===== config.mk =====
export PLATFORM = sky130hd
export DESIGN_NAME = ptc_ram
export DESIGN_NICKNAME = d
export VERILOG_FILES = /design/src/rtl/ptc_ram.sv
export SDC_FILE = /design/constraint.sdc
export NUM_CORES = 2
export LEC_CHECK = 0
export CAP_MARGIN = 40
export CORE_MARGIN = 2
export CORE_UTILIZATION = 57
export CTS_CLUSTER_SIZE = 30
export DETAILED_ROUTE_END_ITERATION = 8
export DONT_BUFFER_PORTS = 1
export PLACE_DENSITY_LB_ADDON = 0.1
export SYNTH_ARGS = -nofsm -noshare
export SYNTH_HDL_FRONTEND = slang
export SYNTH_SLANG_ARGS = --single-unit

===== constraint.sdc =====
create_clock -name clk -period 2.52 [get_ports clk]
set_clock_uncertainty 0.1 [all_clocks]
set_input_delay 0.378 -clock clk [delete_from_list [all_inputs] [get_ports clk]]
set_output_delay 0.378 -clock clk [all_outputs]
set_load 0.01 [all_outputs]

===== src/rtl/ptc_ram.sv =====
// Generic single-write, single-read RAM with registered read data.
// No dependencies.
module ptc_ram #(
  parameter int WIDTH = 8,
  parameter int DEPTH = 256
) (
  input  logic                     clk,
  input  logic                     en,
  input  logic                     we,
  input  logic [$clog2(DEPTH)-1:0] waddr,
  input  logic [WIDTH-1:0]         wdata,
  input  logic [$clog2(DEPTH)-1:0] raddr,
  output logic [WIDTH-1:0]         rdata
);

  logic [WIDTH-1:0] mem [DEPTH];

  always_ff @(posedge clk) begin
    if (we) begin
      mem[waddr] <= wdata;
    end
    if (en) begin
      rdata <= mem[raddr];
    end
  end

endmodule


==> results.md <==
Worst setup path:
- The capturing element type of the critical path is a flip-flop.
- The slack of the worst reg-to-reg path is roughly 0.020 ns.
- The cell occurring most often along the worst timing path is buf_4.
- The worst setup path is launched from a primary input.
- The critical path goes through nand3b_1 > buf_4 > o22ai_1 > a211oi_1 > a21oi_1 > a22oi_2 > buf_4 > nor4_2.
- The data arrival time of the worst path is 3.34 ns.
- The delay of the slowest critical-path stage is approximately 0.76 ns.
- The maximum fanout encountered on the critical timing path is ~450.
- The required time of the critical path is 2.97 ns.
- The type of the worst setup path is in2reg.
- The slowest stage of the critical path belongs to the cell nand3b_1.

Final layout:
- The area growth from synthesis to layout is 15.1%.
- The count of filler cells inserted in the layout is approximately 9000.
- The area taken by flip-flops and latches is 61700 µm².
- In the final layout, the multi-input gates occupy between 15000 and 20000 µm².
- The proportion of layout cells with a drive suffix above 1 is between 20 and 30%.
- The number of non-filler instances in the completed layout is ~6300.
- Once layout is done, the placed cells without fillers occupy 91700 µm².
- The final layout contains approximately 4300 nets.

Placement:
- The number of placed instances, taps included, is between 5000 and 6000.
- The HPWL after detailed placement is 111 mm.
- The number of port buffers is 0.
- After detailed placement, the total cell area comes to between 80000 and 90000 µm².
- The final RePlAce weighted congestion is around 0.84.

Power and ir drop:
- The maximum vdd ir drop is 0.763 mV.
- The reported leakage power is between 0.02 and 0.03 µW.
- Dividing total power by cell area gives a power density of between 700 and 800 nW/µm².

Detailed routing:
- The routed design has roughly 200 mm of wire.
- The detailed router placed a little over 40000 vias in this run.
- The count of TritonRoute iterations in the first routing pass is 6.
- The DRC marker count from the first detailed-route iteration is 5600.
- In the routed design, unresolved DRC markers number 0.
- Once detail routing completed, the nets flagged for antenna violations numbered 0.
- Using the TritonRoute via totals, the vias-per-cell ratio works out to roughly 6.5.
- Dividing the detail-routed wire length by the instance count gives between 30 and 40 µm.

Floorplanning:
- From bottom edge to top edge, the die measures 378 µm.
- In this run the standard cell core region covers between 100000 and 150000 µm².
- The floorplan row count is between 100 and 150.
- The total die area is 143000 µm².
- For this design the top-level I/O count stands at 35.
- Once the floorplan was initialized, standard cells occupied 57.3% of the core.
- The die outline width is 378 µm.

Timing:
- The max-slew violation count is 84.
- Measured against its own limit, the worst slew margin works out to -19.8%.
- The final worst setup slack is -0.365 ns.
- The tightest hold path in the finished design has a slack of -0.435 ns.
- The post-route setup TNS is -1.86 ns.
- The final setup violation count is 8.
- The ratio of final minimum period to clock period is 114%.
- Subtracting the final worst setup slack from the clock period gives between 2 and 3 ns.
- The hold violation count in the final report came to approximately 1200.
- Static timing analysis puts the maximum clock frequency at roughly 350 MHz.
- The worst-margin pin slew is ~1.8 ns.

GRT:
- Global routing finished with a remaining overflow of 0.
- Global routing consumed, over all layers together, 27.6% of the routing resources.
- The first global-routing pass estimated 281 mm of wire.
- The number of global-route vias before repair was ~40000.
- Entering global routing, the biggest net connects 579 pins.
- The number of antenna violations at the first check in global routing is 9.

Clocking:
- Buffers added to address setup during post-CTS repair amount to 0.
- The buffer depth of the longest clock path is 3.
- The clock-pin slew on the worst setup and hold paths is around 0.06 ns.
- The worst-skew pair later-pin latency is between 0.8 and 0.9 ns.
- The clock root buffer is clkbuf_16.
- The H-tree level count is 4.
- The clock net sink count is between 2000 and 2500.
- TritonCTS built the clock tree.
- The number of clock buffers added by TritonCTS is between 200 and 250.

Synthesis:
- For this run, the number of Yosys warnings is 0.
- The synthesized netlist occupies a cell area of ~80000 µm².
- Counting flops and latches in the post-synthesis netlist gives ~2100.
- The cell count after synthesis came out at approximately 3700.
- In this run, distinct cell masters in the synthesized netlist total between 50 and 60.
- The synthesized design contains roughly 2100 enable-type register cells.
- The number of nets handed over by synthesis was roughly 3800.
- The async set-or-reset flop fraction in the synthesized netlist is 0%.
- Averaged over all synthesized cells, the footprint is roughly 21 µm².
- The portion of the post-synthesis area used by sequential elements is roughly 78%.
- The most used flip-flop cell after synthesis is edfxtp_1.

Run status:
- The final reports fail on negative hold slack, max-slew violations, negative setup slack.
- The run finished, with violations left.

Run:
- The tool flagged a number of max-cap violations equal to 0.

Min path:
- The class of the worst hold path is in2reg.
==> logic make-up (layout without fill, tap and decap cells) <==
| group | after synthesis | after routing | share of synthesized area [%] |
|---|---|---|---|
| flops | 2056 | 2056 | 77.5 |
| mux | 591 | 591 | 14.6 |
| simple gates | 466 | 466 | 2.63 |
| compound gates | 385 | 385 | 3.42 |
| buf+inv | 235 | 904 | 1.83 |
| other cells | 0 | 1 | 0 |
==> layout make-up <==
type / count / share of cell area (%)
inverters: 2 / 0.00819
clock buffers: 234 / 5.72
flip-flops and latches: 2056 / 67.4
well taps: 1876 / 2.56
diodes: 1 / 0.00273
clock inverters: 127 / 1.19
repair buffers: 541 / 4.98
multi-input cells: 1442 / 18.2
==> state kept, by name, summed over array words and instances (netlist names) <==
signal  cells
mem      2048
rdata       8
==> per-layer routing <==
metal / track usage, % / wire (µm) / part of all wire, %
met3: 5.55 / 18900 / 9.5
met2: 42.6 / 94900 / 48
met5: 0 / 38 / 0.019
met1: 39.6 / 78000 / 39
met4: 10.5 / 7730 / 3.9
==> placed cells by master (no fill, tap or decap), types with 11 or more instances in the layout <==
cell type / Yosys / final
mux2i_1: 134 / 134
o22ai_1: 28 / 27
nor4_1: 24 / 16
nand3_1: 34 / 34
nor3_1: 22 / 17
bufinv_16: 0 / 17
a211oi_1: 16 / 12
clkbuf_1: 111 / 29
clkinv_1: 1 / 61
o221ai_1: 46 / 45
dlygate4sd3_1: 0 / 11
mux4_2: 454 / 454
nor2b_1: 31 / 28
clkbuf_16: 0 / 214
buf_12: 8 / 15
clkinv_2: 0 / 31
buf_4: 27 / 496
nand2_1: 33 / 33
a22oi_1: 133 / 131
a21oi_1: 96 / 96
nor2_1: 282 / 279
edfxtp_1: 2056 / 2056
==> critical path: cells and delay by family <==
| family | cells | cell delay (ns) |
|---|---|---|
| AO/OA/AOI/OAI | 4 | 1.09 |
| buffers and inverters | 2 | 0.38 |
| AND/OR/NAND/NOR | 2 | 0.79 |
==> synth_stat cells (3+ instances only) <==
cell	count	share of area [%]
o211ai_1	10	0.094
o221ai_1	46	0.51
a211oi_1	16	0.15
nor3_1	22	0.14
and2_1	6	0.047
nor4_2	3	0.047
nor4_1	24	0.19
buf_6	21	0.30
a21oi_1	96	0.60
or2_2	4	0.031
o32ai_1	4	0.044
buf_2	31	0.19
nor2_1	282	1.3
nand2b_1	8	0.063
nand3_1	34	0.21
nand2_1	33	0.16
buf_1	22	0.10
a22o_1	8	0.088
a22oi_1	133	1.3
o21ai_0	10	0.063
nor2b_1	31	0.24
o22ai_1	28	0.22
nand4_1	10	0.079
o22a_1	5	0.055
edfxtp_1	2056	78
mux2i_1	134	1.7
buf_8	13	0.25
buf_4	27	0.25
clkbuf_1	111	0.52
buf_12	8	0.20
a221oi_1	13	0.14
mux4_2	454	13
==> power by group <==
part | internal [µW] | total [µW] | switching (µW)
Combinational | 1350 | 2870 | 1520
Sequential | 37700 | 37800 | 47.2
Clock | 16500 | 29000 | 12400
Total | 55600 | 69600 | 14000
==> timing repair <==
action | CTS | global route
endpoints found under the hold margin | 2118 | 1881
hold buffers | 11 | 2
setup endpoints to repair | 6 | 8
cloned | 0 | 12
pin swaps | 4 | 5
gates resized for setup | 12 | 21
==> through the flow <==
| stage | util [%] | power (µW) | setup slack (ns) |
|---|---|---|---|
| 2_1_floorplan | - | 40300 | -0.00148 |
| 3_3_place_gp | 60.8 | 40700 | -1.31 |
| 3_5_place_dp | 60.9 | 40800 | -0.789 |
| 4_1_cts | 65.5 | 69500 | -0.0339 |
| 5_1_grt | 65.9 | 71400 | -0.0418 |
| 6_report | 65.9 | 69600 | -0.365 |
==> final timing paths <==
path,cells past startpoint,from,endpoint
hold / removal,0,wdata[4],mem[79][4]
setup / recovery,8,raddr[1],rdata[6]
hold reg to reg,7,mem[40][3],rdata[3]
setup reg to reg,7,mem[27][5],rdata[5]
Note: power is estimated with default switching activity, not from simulation.
